### src/rtl/dkns_pkg.sv
// Package: shared types, constants and the frequency function of the keypad note selector.
`timescale 1ns / 1ps
package dkns_pkg;

  localparam int QUIET_W    = 9;
  localparam int BUTTONS    = 3;
  localparam int SHIFT_W    = 4;
  localparam int HOLD_W     = 14;
  localparam int NOTE_IDX_W = 5;
  localparam int NOTE_W     = 4;
  localparam int FREQ_W     = 17;
  localparam int DEB_W      = 8;
  localparam int CFG_IDX_W  = 2;
  localparam int CFG_DATA_W = 14;

  localparam logic [QUIET_W-1:0] QUIET_MAX     = '1;
  localparam logic [HOLD_W-1:0]  HOLD_MAX      = '1;
  localparam logic [DEB_W-1:0]   DEBOUNCE_RST  = 8'd50;
  localparam logic [HOLD_W-1:0]  LONG_PRESS_RST = 14'd7000;

  localparam logic [CFG_IDX_W-1:0] REG_DEBOUNCE_MS   = 2'd0;
  localparam logic [CFG_IDX_W-1:0] REG_LONG_PRESS_MS = 2'd1;

  typedef enum logic [1:0] {
    ACT_NONE  = 2'd0,
    ACT_START = 2'd1,
    ACT_STOP  = 2'd2
  } action_t;

  typedef struct packed {
    logic rd;
    logic wr;
  } ram_ctl_t;

  // one item's state after the debounce/note update, ahead of the frequency stage
  typedef struct packed {
    logic                       valid;
    action_t                    action;
    logic                       note_valid;
    logic [NOTE_IDX_W-1:0]      note_idx;
    logic signed [SHIFT_W-1:0]  shift;
    logic                       indicator;
    logic                       restart;
  } tone_t;

  // Hz * 256 for B down to C of the fourth octave
  localparam logic [FREQ_W-1:0] BASE_Q8 [12] = '{
    17'd126433, 17'd119337, 17'd112640, 17'd106317, 17'd100352, 17'd94717,
    17'd89403,  17'd84385,  17'd79649,  17'd75177,  17'd70958,  17'd66977
  };

  function automatic logic [3:0] mod12(input logic [NOTE_IDX_W-1:0] x);
    logic [NOTE_IDX_W-1:0] r;
    if (x >= 5'd24) r = x - 5'd24;
    else if (x >= 5'd12) r = x - 5'd12;
    else r = x;
    return r[3:0];
  endfunction

  // base * 2^shift / 16, rounded half up, saturated
  function automatic logic [FREQ_W-1:0] freq_q4(input logic [NOTE_IDX_W-1:0] idx,
                                                input logic signed [SHIFT_W-1:0] s);
    logic [20:0]       t;
    logic [20:0]       r;
    logic signed [4:0] d;
    logic [3:0]        sh;
    logic [1:0]        shl;
    t = 21'(BASE_Q8[mod12(idx)]);
    d = 5'sd4 - 5'(s);
    sh = 4'(d);
    shl = 2'(s - 4'sd4);
    if (s >= 4'sd4) r = t << shl;
    else r = (t + (21'd1 << (sh - 4'd1))) >> sh;
    if (r > 21'(FREQ_W'('1))) return '1;
    return r[FREQ_W-1:0];
  endfunction

endpackage

### src/rtl/dkns_sample_if.sv
// Interface: sample channel carrying raw key and button levels.
`timescale 1ns / 1ps
interface dkns_sample_if #(parameter int NUM_KEYS = 12);
  logic                valid;
  logic                ready;
  logic [NUM_KEYS-1:0] keys;
  logic                up_button;
  logic                down_button;
  logic                mode_button;

  modport source (output valid, keys, up_button, down_button, mode_button, input ready);
  modport sink   (input valid, keys, up_button, down_button, mode_button, output ready);
endinterface

### src/rtl/dkns_result_if.sv
// Interface: result channel carrying tone action, note and frequency.
`timescale 1ns / 1ps
interface dkns_result_if;
  logic        valid;
  logic        ready;
  logic [1:0]  action;
  logic [3:0]  note;
  logic [16:0] frequency_q4;
  logic        indicator;
  logic        restart;

  modport source (output valid, action, note, frequency_q4, indicator, restart, input ready);
  modport sink   (input valid, action, note, frequency_q4, indicator, restart, output ready);
endinterface

### src/rtl/dkns_cfg_if.sv
// Interface: configuration write channel.
`timescale 1ns / 1ps
interface dkns_cfg_if;
  logic        valid;
  logic        ready;
  logic [1:0]  index;
  logic [13:0] data;

  modport source (output valid, index, data, input ready);
  modport sink   (input valid, index, data, output ready);
endinterface

### src/rtl/debounced_keypad_note_selector_unit.sv
// Top level: debounced keypad note selector.
//
//   channel    dir  handshake    payload
//   sample_ch  in   valid/ready  keys, up_button, down_button, mode_button
//   result_ch  out  valid/ready  action, note, frequency_q4, indicator, restart
//   cfg_ch     in   valid/ready  index, data (0 debounce_ms, 1 long_press_ms)
//
// One item per cycle while result_ch is not stalled; stages: quiet-count row read, update, frequency.
// The quiet counts of all lines live in one memory row, read when an item is
// taken and written back when the update stage advances; a back-to-back read is forwarded.
// A held result stalls the whole pipe; sample_ch.ready drops in that cycle.
// Synchronous reset; the count row reads as saturated until first written.
`timescale 1ns / 1ps
module debounced_keypad_note_selector_unit #(
  parameter int NUM_KEYS     = 12,
  parameter int OCTAVE_LIMIT = 4
) (
  input  logic          clk,
  input  logic          rst,
  dkns_sample_if.sink   sample_ch,
  dkns_result_if.source result_ch,
  dkns_cfg_if.sink      cfg_ch
);
  import dkns_pkg::*;

  localparam int QW = (NUM_KEYS + BUTTONS) * QUIET_W;

  logic          adv;
  ram_ctl_t      ram_ctl;
  logic [QW-1:0] quiet_rd;
  logic [QW-1:0] quiet_wr;
  tone_t         tone;

  assign adv = !(result_ch.valid && !result_ch.ready);

  dkns_line_ram #(.W(QW)) u_ram (
    .clk   (clk),
    .rst   (rst),
    .ctl   (ram_ctl),
    .wdata (quiet_wr),
    .rdata (quiet_rd)
  );

  dkns_update #(.NUM_KEYS(NUM_KEYS), .OCTAVE_LIMIT(OCTAVE_LIMIT)) u_update (
    .clk       (clk),
    .rst       (rst),
    .adv       (adv),
    .sample_ch (sample_ch),
    .cfg_ch    (cfg_ch),
    .quiet_rd  (quiet_rd),
    .ram_ctl   (ram_ctl),
    .quiet_wr  (quiet_wr),
    .tone      (tone)
  );

  dkns_freq u_freq (
    .clk       (clk),
    .rst       (rst),
    .adv       (adv),
    .tone      (tone),
    .result_ch (result_ch)
  );

endmodule

### src/rtl/dkns_line_ram.sv
// Quiet-count memory: one row holding every line's count, registered read with forwarding.
`timescale 1ns / 1ps
module dkns_line_ram #(
  parameter int W = 135
) (
  input  logic               clk,
  input  logic               rst,
  input  dkns_pkg::ram_ctl_t ctl,
  input  logic [W-1:0]       wdata,
  output logic [W-1:0]       rdata
);
  import dkns_pkg::*;

  logic [W-1:0] mem [1];
  logic [W-1:0] q;
  logic [W-1:0] wlast;
  logic         row_valid;
  logic         q_init;
  logic         fwd;

  always_ff @(posedge clk) begin
    if (ctl.rd) q <= mem[0];
    if (ctl.wr) begin
      mem[0] <= wdata;
      wlast  <= wdata;
    end
  end

  always_ff @(posedge clk) begin
    if (rst) begin
      row_valid <= 1'b0;
      q_init    <= 1'b1;
      fwd       <= 1'b0;
    end else begin
      if (ctl.wr) row_valid <= 1'b1;
      if (ctl.rd) begin
        q_init <= !row_valid;
        // write in the same cycle as the read: the read saw the old row
        fwd    <= ctl.wr;
      end
    end
  end

  // counts reset to all ones (saturated) until the row is first written
  assign rdata = fwd ? wlast : (q_init ? {W{1'b1}} : q);

endmodule

### src/rtl/dkns_update.sv
// Debounce, octave, hold and note-choice update stage plus configuration registers.
`timescale 1ns / 1ps
module dkns_update #(
  parameter int NUM_KEYS     = 12,
  parameter int OCTAVE_LIMIT = 4,
  localparam int QW = (NUM_KEYS + dkns_pkg::BUTTONS) * dkns_pkg::QUIET_W
) (
  input  logic               clk,
  input  logic               rst,
  input  logic               adv,
  dkns_sample_if.sink        sample_ch,
  dkns_cfg_if.sink           cfg_ch,
  input  logic [QW-1:0]      quiet_rd,
  output dkns_pkg::ram_ctl_t ram_ctl,
  output logic [QW-1:0]      quiet_wr,
  output dkns_pkg::tone_t    tone
);
  import dkns_pkg::*;

  localparam int NL = NUM_KEYS + BUTTONS;
  localparam int UP = NUM_KEYS;
  localparam int DN = NUM_KEYS + 1;
  localparam int MD = NUM_KEYS + 2;
  localparam logic signed [SHIFT_W-1:0] LIM = SHIFT_W'(OCTAVE_LIMIT);

  logic [DEB_W-1:0]          debounce_ms;
  logic [HOLD_W-1:0]         long_press_ms;
  logic                      bv;
  logic [NL-1:0]             raw;
  logic [NL-1:0]             level;
  logic [NL-1:0]             level_next;
  logic [NL-1:0]             take;
  logic signed [SHIFT_W-1:0] shift;
  logic signed [SHIFT_W-1:0] shift_next;
  logic [HOLD_W-1:0]         hold;
  logic [HOLD_W-1:0]         hold_next;
  logic [NOTE_IDX_W-1:0]     cur_note;
  logic [NOTE_IDX_W-1:0]     cur_note_next;
  logic [NOTE_IDX_W-1:0]     prev_note;
  logic [NOTE_IDX_W-1:0]     prev_note_next;
  logic                      note_valid;
  logic                      note_valid_next;
  logic                      change_pending;
  logic                      change_pending_next;
  logic                      found;
  logic [NOTE_IDX_W-1:0]     low;
  logic                      accept;
  tone_t                     tone_next;

  assign sample_ch.ready = adv;
  assign cfg_ch.ready    = 1'b1;
  assign accept          = sample_ch.valid && adv;
  assign ram_ctl.rd      = accept;
  assign ram_ctl.wr      = bv && adv;

  // per-line lockout debounce
  always_comb begin
    logic [QUIET_W-1:0] q;
    logic [QUIET_W-1:0] qi;
    logic               mism;
    for (int j = 0; j < NL; j++) begin
      q    = quiet_rd[j*QUIET_W +: QUIET_W];
      qi   = (q != QUIET_MAX) ? q + 1'b1 : q;
      mism = raw[j] != level[j];
      take[j] = mism && (qi > {1'b0, debounce_ms});
      quiet_wr[j*QUIET_W +: QUIET_W] = mism ? '0 : qi;
      level_next[j] = level[j] ^ take[j];
    end
  end

  always_comb begin
    logic signed [SHIFT_W-1:0] s1;
    logic                      cp;
    s1 = shift;
    if (take[UP] && level_next[UP] && shift < LIM) s1 = shift + 4'sd1;
    shift_next = s1;
    if (take[DN] && level_next[DN] && s1 > -LIM) shift_next = s1 - 4'sd1;

    if (take[MD] && level_next[MD]) hold_next = '0;
    else if (level_next[MD] && hold != HOLD_MAX) hold_next = hold + 1'b1;
    else hold_next = hold;

    found = 1'b0;
    low   = '0;
    for (int i = NUM_KEYS - 1; i >= 0; i--) begin
      if (level_next[i]) begin
        found = 1'b1;
        low   = NOTE_IDX_W'(i);
      end
    end

    cp                  = change_pending | (|take[NUM_KEYS-1:0]);
    change_pending_next = cp;
    cur_note_next       = cur_note;
    prev_note_next      = prev_note;
    note_valid_next     = note_valid;
    tone_next.action    = ACT_NONE;
    if (found) begin
      prev_note_next  = note_valid ? cur_note : low;
      cur_note_next   = low;
      note_valid_next = 1'b1;
      if (prev_note_next != cur_note_next || cp) begin
        tone_next.action    = ACT_START;
        change_pending_next = 1'b0;
      end
    end else if (note_valid) begin
      tone_next.action = ACT_STOP;
    end

    tone_next.valid      = bv;
    tone_next.note_valid = note_valid_next;
    tone_next.note_idx   = cur_note_next;
    tone_next.shift      = shift_next;
    tone_next.indicator  = found;
    tone_next.restart    = level_next[MD] && (hold_next > long_press_ms);
  end

  always_ff @(posedge clk) begin
    if (rst) begin
      debounce_ms    <= DEBOUNCE_RST;
      long_press_ms  <= LONG_PRESS_RST;
      bv             <= 1'b0;
      level          <= '0;
      shift          <= '0;
      hold           <= '0;
      cur_note       <= '0;
      prev_note      <= '0;
      note_valid     <= 1'b0;
      change_pending <= 1'b0;
      tone.valid     <= 1'b0;
    end else begin
      if (cfg_ch.valid) begin
        unique case (cfg_ch.index)
          REG_DEBOUNCE_MS:   debounce_ms   <= cfg_ch.data[DEB_W-1:0];
          REG_LONG_PRESS_MS: long_press_ms <= cfg_ch.data[HOLD_W-1:0];
          default: ;
        endcase
      end
      if (adv) begin
        bv   <= accept;
        tone <= tone_next;
        if (accept) begin
          raw <= {sample_ch.mode_button, sample_ch.down_button, sample_ch.up_button,
                  sample_ch.keys};
        end
        if (bv) begin
          level          <= level_next;
          shift          <= shift_next;
          hold           <= hold_next;
          cur_note       <= cur_note_next;
          prev_note      <= prev_note_next;
          note_valid     <= note_valid_next;
          change_pending <= change_pending_next;
        end
      end
    end
  end

endmodule

### src/rtl/dkns_freq.sv
// Frequency stage and output register of the result channel.
`timescale 1ns / 1ps
module dkns_freq (
  input  logic            clk,
  input  logic            rst,
  input  logic            adv,
  input  dkns_pkg::tone_t tone,
  dkns_result_if.source   result_ch
);
  import dkns_pkg::*;

  logic              out_valid;
  action_t           action;
  logic [NOTE_W-1:0] note;
  logic [FREQ_W-1:0] freq;
  logic              indicator;
  logic              restart;

  always_ff @(posedge clk) begin
    if (rst) begin
      out_valid <= 1'b0;
    end else if (adv) begin
      out_valid <= tone.valid;
      action    <= tone.action;
      note      <= tone.note_valid ? tone.note_idx[NOTE_W-1:0] : '0;
      freq      <= tone.note_valid ? freq_q4(tone.note_idx, tone.shift) : '0;
      indicator <= tone.indicator;
      restart   <= tone.restart;
    end
  end

  assign result_ch.valid        = out_valid;
  assign result_ch.action       = action;
  assign result_ch.note         = note;
  assign result_ch.frequency_q4 = freq;
  assign result_ch.indicator    = indicator;
  assign result_ch.restart      = restart;

endmodule

### src/flat_wrapper.sv
// flat-port wrapper written by rule: the top's interface ports become plain ports
module debounced_keypad_note_selector_unit_flat import dkns_pkg::*;
#(
  parameter int NUM_KEYS     = 12,
  parameter int OCTAVE_LIMIT = 4
)
  (clk, rst, sample_ch_valid, sample_ch_keys, sample_ch_up_button, sample_ch_down_button, sample_ch_mode_button, sample_ch_ready, result_ch_valid, result_ch_action, result_ch_note, result_ch_frequency_q4, result_ch_indicator, result_ch_restart, result_ch_ready, cfg_ch_valid, cfg_ch_index, cfg_ch_data, cfg_ch_ready);
  dkns_sample_if #(.NUM_KEYS(NUM_KEYS)) sample_ch_i ();
  dkns_result_if result_ch_i ();
  dkns_cfg_if cfg_ch_i ();
  input  logic clk;
  input  logic rst;
  input wire logic [$bits(sample_ch_i.valid)-1:0] sample_ch_valid;
  input wire logic [$bits(sample_ch_i.keys)-1:0] sample_ch_keys;
  input wire logic [$bits(sample_ch_i.up_button)-1:0] sample_ch_up_button;
  input wire logic [$bits(sample_ch_i.down_button)-1:0] sample_ch_down_button;
  input wire logic [$bits(sample_ch_i.mode_button)-1:0] sample_ch_mode_button;
  output wire logic [$bits(sample_ch_i.ready)-1:0] sample_ch_ready;
  output wire logic [$bits(result_ch_i.valid)-1:0] result_ch_valid;
  output wire logic [$bits(result_ch_i.action)-1:0] result_ch_action;
  output wire logic [$bits(result_ch_i.note)-1:0] result_ch_note;
  output wire logic [$bits(result_ch_i.frequency_q4)-1:0] result_ch_frequency_q4;
  output wire logic [$bits(result_ch_i.indicator)-1:0] result_ch_indicator;
  output wire logic [$bits(result_ch_i.restart)-1:0] result_ch_restart;
  input wire logic [$bits(result_ch_i.ready)-1:0] result_ch_ready;
  input wire logic [$bits(cfg_ch_i.valid)-1:0] cfg_ch_valid;
  input wire logic [$bits(cfg_ch_i.index)-1:0] cfg_ch_index;
  input wire logic [$bits(cfg_ch_i.data)-1:0] cfg_ch_data;
  output wire logic [$bits(cfg_ch_i.ready)-1:0] cfg_ch_ready;
  assign sample_ch_i.valid = sample_ch_valid;
  assign sample_ch_i.keys = sample_ch_keys;
  assign sample_ch_i.up_button = sample_ch_up_button;
  assign sample_ch_i.down_button = sample_ch_down_button;
  assign sample_ch_i.mode_button = sample_ch_mode_button;
  assign sample_ch_ready = sample_ch_i.ready;
  assign result_ch_valid = result_ch_i.valid;
  assign result_ch_action = result_ch_i.action;
  assign result_ch_note = result_ch_i.note;
  assign result_ch_frequency_q4 = result_ch_i.frequency_q4;
  assign result_ch_indicator = result_ch_i.indicator;
  assign result_ch_restart = result_ch_i.restart;
  assign result_ch_i.ready = result_ch_ready;
  assign cfg_ch_i.valid = cfg_ch_valid;
  assign cfg_ch_i.index = cfg_ch_index;
  assign cfg_ch_i.data = cfg_ch_data;
  assign cfg_ch_ready = cfg_ch_i.ready;
  debounced_keypad_note_selector_unit #(.NUM_KEYS(NUM_KEYS), .OCTAVE_LIMIT(OCTAVE_LIMIT)) u_core (.clk(clk), .rst(rst), .sample_ch(sample_ch_i), .result_ch(result_ch_i), .cfg_ch(cfg_ch_i));
endmodule
### config.mk
export PLATFORM = sky130hd
export DESIGN_NAME = debounced_keypad_note_selector_unit_flat
export DESIGN_NICKNAME = d
export VERILOG_FILES = /design/src/rtl/dkns_pkg.sv /design/src/rtl/dkns_sample_if.sv /design/src/rtl/dkns_result_if.sv /design/src/rtl/dkns_cfg_if.sv /design/src/rtl/debounced_keypad_note_selector_unit.sv /design/src/rtl/dkns_line_ram.sv /design/src/rtl/dkns_update.sv /design/src/rtl/dkns_freq.sv /design/src/flat_wrapper.sv
export SDC_FILE = /design/constraint.sdc
export NUM_CORES = 1
export LEC_CHECK = 0
export BUFFER_PORTS_ARGS = -buffer_cell sky130_fd_sc_hd__buf_2
export CAP_MARGIN = 40
export CORE_MARGIN = 5
export CORE_UTILIZATION = 35
export CTS_BUF_LIST = sky130_fd_sc_hd__clkbuf_8
export DETAILED_ROUTE_END_ITERATION = 12
export PLACE_DENSITY_LB_ADDON = 0.2
export SYNTH_ARGS = -nofsm -noshare
export SYNTH_HDL_FRONTEND = slang
export SYNTH_HIERARCHICAL = 1
export SYNTH_SLANG_ARGS = --single-unit
### constraint.sdc
create_clock -name clk -period 8.4 [get_ports clk]
set_input_delay 0.42 -clock clk [delete_from_list [all_inputs] [get_ports clk]]
set_output_delay 0.42 -clock clk [all_outputs]
set_load 0.005 [all_outputs]
[After elaboration in Yosys (flattened, before gate mapping)]
Memories as Yosys holds them, arrays and structs flattened. A register that Yosys moved wholly into a read port is not among the register bits.
Cells that the tools add are included.
Storage, ports and cells
  bits in registers: 257
  bits in latches: 0
  RAM bits: 135
  bits in read-only memories: 272
  input port bits: 36
  output and inout port bits: 28
  logic and storage cells: 251
  memories kept: 2
Memories
  (name not given): words 16, bits a word 17, read ports 1, clocked after memory_dff 0, wr ports 0, line dkns_pkg.sv:68  | t = 21'(BASE_Q8[mod12(idx)]);
  u_core.u_ram.mem: words 1, bits a word 135, read ports 1, clocked after memory_dff 1, wr ports 1, line dkns_line_ram.sv:14  | logic [W-1:0] mem [1];
Operators by class
  add/subtract/negate cells: 24
  multiply operators: 0
  divide/modulo/power cells: 0
  magnitude comparators: 23
  equal/unequal tests: 33
  shift-type cells: 3
  multiplexer cells: 84
  bitwise operators: 19
  reduce and logical (&&, ||, !) cells: 36
Operators with widths (number)
  $mux 135: 2
  $mux 9: 30
  $add 9x1->9 const B: 15
  $gt 9x8->1: 15
  $ne 9x9->1 const B: 15
  $mux 17: 4
  $mux 5: 13
  $mux 21: 3
  $mux 14: 2
  $mux 4: 7
  $logic_and 1x1->1: 25
  $add 17x21->21: 1
  $gt 21x17->1 const B: 1
  $mux 1: 21
  $shl 1x4->21 const A: 1
  $shl 17x2->21: 1
  $shr 21x4->21: 1
  $ne 1x1->1: 15
  $xor 1x1->1: 15
  $add 14x1->14 const B: 1
  $gt 14x14->1: 1
  $ne 14x14->1 const B: 1
  $reduce_or 12->1: 1
  $ge 5x5->1 const B: 2
  21 further kinds: 29

[Depth between registers and ports, before layout]
  depth after elaboration: 24
  depth in mapped cells: 33
  depth with buffers taken out: 29

[Modules after synthesis]
Netlist, hierarchy kept.
By module, submodules not included
  dkns_update: instances 1, cells each 1396, area an instance 10964.3 um2, seq. area each 2152.1 um2
  dkns_line_ram: instances 1, cells each 730, area an instance 10159.7 um2, seq. area each 8167.8 um2
  dkns_freq: instances 1, cells each 548, area an instance 4175.3 um2, seq. area each 770.7 um2
  debounced_keypad_note_selector_unit: instances 1, cells each 1, area an instance 6.3 um2, seq. area each 0.0 um2

[Least setup slack after synthesis]
OpenSTA, ideal clock, no wires.
  kind: register to register
  start: register u_core/u_update/tone[2] (netlist name)
  end: register u_core.u_freq.freq[13], in the netlist u_core/u_freq/result_ch.frequency_q4[13], data pin
  setup time: 0.271 ns
  arrival time: 5.845 ns
  data required time: 8.129 ns
  path slack: 2.284 ns
  stages on the path, launching flop included: 26
  buffers on the path: 5
  clock period less this slack: 6.116 ns
  path through: edfxtp_1 -> clkbuf_1 -> clkinv_1 -> clkbuf_1 -> clkbuf_1 -> ha_1 -> ha_1 -> buf_2 -> or4b_1 -> o31ai_2 -> or2_2 -> xor2_1 -> nor2_1 -> and2_1 -> ha_1 -> clkbuf_1 -> o211a_1 -> nand3_1 -> nor3_1 -> mux2_4 -> or2_4 -> mux2_4 -> or4b_4 -> o21ai_2 -> mux2_4 -> o22ai_1
On the way
  longest elaborated chain between the ends: 13
  elaborated cells between the ends (all ways): 16
  classes of those cells: 4 x add/sub; 2 x order compare; 3 x shift; 7 x mux
RTL lines
  $sub 4x4->4: line dkns_pkg.sv:69  | d = 5'sd4 - 5'(s);
  $sub 4x1->4: line dkns_pkg.sv:73  | else r = (t + (21'd1 << (sh - 4'd1))) >> sh;
  $shl 1x4->21: line dkns_pkg.sv:73
  $add 17x21->21: line dkns_pkg.sv:73
  $shr 21x4->21: line dkns_pkg.sv:73
  $mux 21 *: line dkns_pkg.sv:72  | if (s >= 4'sd4) r = t << shl;
  $mux 21 *: line dkns_freq.sv:22  | end else if (adv) begin
  $mux 21 *: line dkns_freq.sv:20  | if (rst) begin
  $gt 21x17->1: line dkns_pkg.sv:74  | if (r > 21'(FREQ_W'('1))) return '1;
  $mux 1: line dkns_pkg.sv:74
  $mux 1: line dkns_freq.sv:22
  $mux 1: line dkns_freq.sv:20
  $mux 17 *: line dkns_pkg.sv:75  | return r[FREQ_W-1:0];
  end signal: assignment: line dkns_freq.sv:26  | freq <= tone.note_valid ? freq_q4(tone.note_idx, tone.shift) : '0;
  end: declaration: line dkns_freq.sv:15  | logic [FREQ_W-1:0] freq;
Every way passes the cells marked *; elsewhere a longest branch is shown, timed or not. The select of a mux whose other input is x is not followed.
A chain may end at the register's enable or synchronous reset.

[Worst setup path in the final report]
  start: register u_core/u_update/tone[3] (netlist name)
  end: register u_core.u_freq.freq[3], in the netlist u_core/u_freq/result_ch.frequency_q4[3], data pin
On the way
  longest elaborated chain between the ends: 13
  elaborated cells between the ends (all ways): 16
  classes of those cells: 4 x add/sub; 2 x order compare; 3 x shift; 7 x mux
RTL lines (line)
  $sub 4x4->4: dkns_pkg.sv:69
  $sub 4x1->4: dkns_pkg.sv:73
  $shl 1x4->21: dkns_pkg.sv:73
  $add 17x21->21: dkns_pkg.sv:73
  $shr 21x4->21: dkns_pkg.sv:73
  $mux 21 *: dkns_pkg.sv:72
  $mux 21 *: dkns_freq.sv:22
  $mux 21 *: dkns_freq.sv:20
  $gt 21x17->1: dkns_pkg.sv:74
  $mux 1: dkns_pkg.sv:74
  $mux 1: dkns_freq.sv:22
  $mux 1: dkns_freq.sv:20
  $mux 17 *: dkns_pkg.sv:75
Marks and branches as above.

==> reports/qor.yml <==
die-area_sq_um: 77800
maxSlewViolCount: 0
ant_nets: 0
path_max_fanout: 28
numPortBuffers: 62
synth.most_common_cell: "nor2_1"
wl_um: 66500
hold_class: "input pin to flip-flop"
swShare_pct: 37.2
rr_worst_depth: 21
cts_resized: 0
relSlewSlack_pct: 38.0
setup.worst_path.end_class: "flip-flop"
holdPathStages: 3
ir_drop_mv: 0.130
crit_slowest_cell: "ha_1"
globalRouteTotalUtil_pct: 16.7
synth.distinct_cells: 114
worst-endpoint-arrival_ps: 6810
synthesis.nets: 2895
worstMarginPinSlew_ps: 924
cts_tree: "built"
final-hold-violation-count: 0
synth_area_sq_um: 25300
insertion_delay_ps: 650
max_freq_mhz: 155
ys_ff_latch: 392
async_flop_share_pct: 0
io_pins: 64
hold_start: "cfg_ch_data[7]"
clkSlewWorstSetupHoldPaths_ps: 60
min_to: "u_core/u_update/long_press_ms[7]"
synth_edf_count: 324
grt_pass1_vias: 19900
crit_chain: "buf_4 -> clkinv_1 -> ha_1 -> ha_1 -> or4b_1 -> o31ai_2 -> or2_2 -> xor2_1 -> and3_1 -> ha_1 -> a21o_1 -> a21o_1 -> a21oi_1 -> o211a_1 -> nor2_1 -> or3_1 -> o2111ai_1 -> o21ai_1 -> a32oi_1 -> nand3_1 -> o311ai_0"
fillCellCount: 7187
setup_slack_ps: 1950
regArea_sq_um: 11100
finalCritPeriodShare_pct: 76.8
final_nets: 2982
pwr-share-seq_pct: 35.1
path_class: "flip-flop to flip-flop"
grt_pass1_wl_um: 107000
synth_warnings: 6
wl_per_cell_um: 17.7
yosys.area.top_type_share_pct: 38.4
h-tree-depth: 3
status: "finished, final reports clean"
slowest_delay_ps: 700
die_h_um: 279
post-place-ws_ps: 2050
final_cell_count_no_fill: 3768
drcViolationCount: 0
crit_family: "compound AO/OA/AOI/OAI gates"
multi_input_area_sq_um: 13400
cap_violations: 0
areaGrowthSynthToFinish_pct: 11.7
place_inst: 3614
first_pass_iters: 5
p_clk_share_pct: 25.0
grt-ovfl-total: 0
die_w_um: 279
vias_per_cell: 5.30
required_ps: 8760
ys.flop_type: "edfxtp_1"
synth.largest_area_cell: "edfxtp_1"
antenna_found_initial: 2
fin_setup_tns_ps: 0
worst_path_most_repeated_cell: "ha_1"
grt_start_max_net_pins: 90
syn_area_per_cell_sq_um: 9.46
p_total_mw: 6.97
internal_power_mw: 4.38
root_buffer: "clkbuf_8"
synth_cells: 2675
setup_viol: 0
clkSinkCount: 392
r2r-start: "u_core/u_update/tone[3]"
numCtsBuffers: 69
synth_common_cells: "nor2_1, edfxtp_1, nand2_1"
clock-skew-final_ps: 40.5
startpoint: "u_core/u_update/tone[3]"
p_leak_nw: 10.9
drive_gt1_share_pct: 10.3
ys_top_cells_by_area: "edfxtp_1, ha_1, dfxtp_1"
crit_buf_inv: 2
clockBufferDepth: 3
rows: 98
synth-seq-area-share_pct: 43.8
regToRegSetupSlack_ps: 1950
vias: 20000
min_period_ps: 6450
core_region_area_sq_um: 71600
dp_hpwl_um: 45600
first_iter_violations: 1491
pwr_density_cell_nw_per_um2: 247
initial_utilization_pct: 35.3
rsz0062_at_grt: "no"
p_sw_mw: 2.60
comb_power_share_pct: 39.9
gp_congestion: 0.856
r2r-end: "u_core/u_freq/result_ch.frequency_q4[3]"
start_kind: "flip-flop"
repair_timing:
item	4_1_cts	5_1_grt
hold buffers	27	0
setup buffers	0	0
setup endpoints to repair	0	0
hold endpoints to repair	31	0
kinds of logic after synthesis:
family                   count (synthesis)  share of synthesized area, %
adder cells (fa/ha/maj)                184                          9.13
AND/OR/NAND/NOR                       1112                          20.9
buffers and inverters                  179                          3.11
XOR/XNOR                               123                          4.29
AO/OA/AOI/OAI                          609                          15.4
other                                    1                        0.0148
multiplexers                            75                          3.35
flip-flops                             392                          43.8
metal layers:
layer	share of wire [%]	global-route usage, %	routed length, um
met4	2.2	4.84	1440
met5	0	0	0
met3	4.2	2.33	2810
met2	47	28.2	31200
met1	47	22.5	31100
layout by cell type (no fill, tap or decap), types with 25 or more instances in the layout:
cell,n
nand3_1,79
ha_1,183
nand2b_1,25
clkbuf_8,80
edfxtp_1,324
inv_1,96
buf_4,30
nor3_1,32
nand4_1,52
dfxtp_1,66
mux2i_1,44
buf_2,62
nor2_1,360
a21oi_1,146
nand2_1,313
and2_1,33
nor2b_1,75
and3_1,44
o21ai_1,31
dlygate4sd3_1,27
o21ai_0,187
xnor2_1,67
a211oi_1,36
xor2_1,55
metrics by stage:
step	area (sq um)	hold WS [ps]	util [%]
6_report	28300	64.4	39.5
5_1_grt	28300	42.4	39.5
4_1_cts	28300	2.85	39.5
3_5_place_dp	26600	423	37.2
3_3_place_gp	26500	423	37.0
2_1_floorplan	25300	400	-
registers in the layout, summed over array words and instances, names as in the netlist, 5 cells and up, named ones only:
signal	flops
u_core/u_ram/mem	135
u_core/u_ram/q	135
u_core/u_freq/result_ch.frequency_q4	17
u_core/u_update/raw	15
u_core/u_update/tone	15
u_core/u_update/hold	14
u_core/u_update/long_press_ms	14
u_core/u_update/level	13
u_core/u_update/debounce_ms	8
u_core/u_update/cur_note	5
power by group through the flow:
stage	clock, mW	combinational (mW)	sequential (mW)
6_report	1.74	2.79	2.45
5_1_grt	1.90	3.10	2.47
4_1_cts	1.82	2.77	2.45
3_5_place_dp	0	2.74	2.49
3_3_place_gp	0	2.70	2.48
2_1_floorplan	0	2.04	2.47
final cells by class:
cell class / instances / share of cell area [%]
antenna: 1 / 0.00886
clock buffer: 80 / 3.90
clock inverter: 46 / 0.899
inverter: 71 / 0.978
multi-input combinational: 2104 / 47.6
sequential: 392 / 39.3
tap: 950 / 4.21
timing repair buffer: 124 / 3.18
worst reg2reg max path: stages, from the launching register on:
cell and delay [ps]:
edfxtp_1 320, buf_4 270, clkinv_1 310, ha_1 320
ha_1 700, or4b_1 520, o31ai_2 140, or2_2 220
xor2_1 330, and3_1 230, ha_1 320, a21o_1 250
a21o_1 180, a21oi_1 230, o211a_1 180, nor2_1 100
or3_1 360, o2111ai_1 130, o21ai_1 190, a32oi_1 270
nand3_1 140, o311ai_0 490
worst max-delay path by stage:
stage               depth (start not counted)  slack [ps]                                  endpoint
floorplan                                  25        2280  u_core/u_freq/result_ch.frequency_q4[13]
global placement                           18        1960                  u_core/u_update/tone[12]
detailed placement                         21        2050   u_core/u_freq/result_ch.frequency_q4[3]
CTS                                        21        2040   u_core/u_freq/result_ch.frequency_q4[3]
global route                               28        1430                   u_core/u_update/tone[0]
finish                                     21        1950   u_core/u_freq/result_ch.frequency_q4[3]
(Power assumes the default switching activity.)
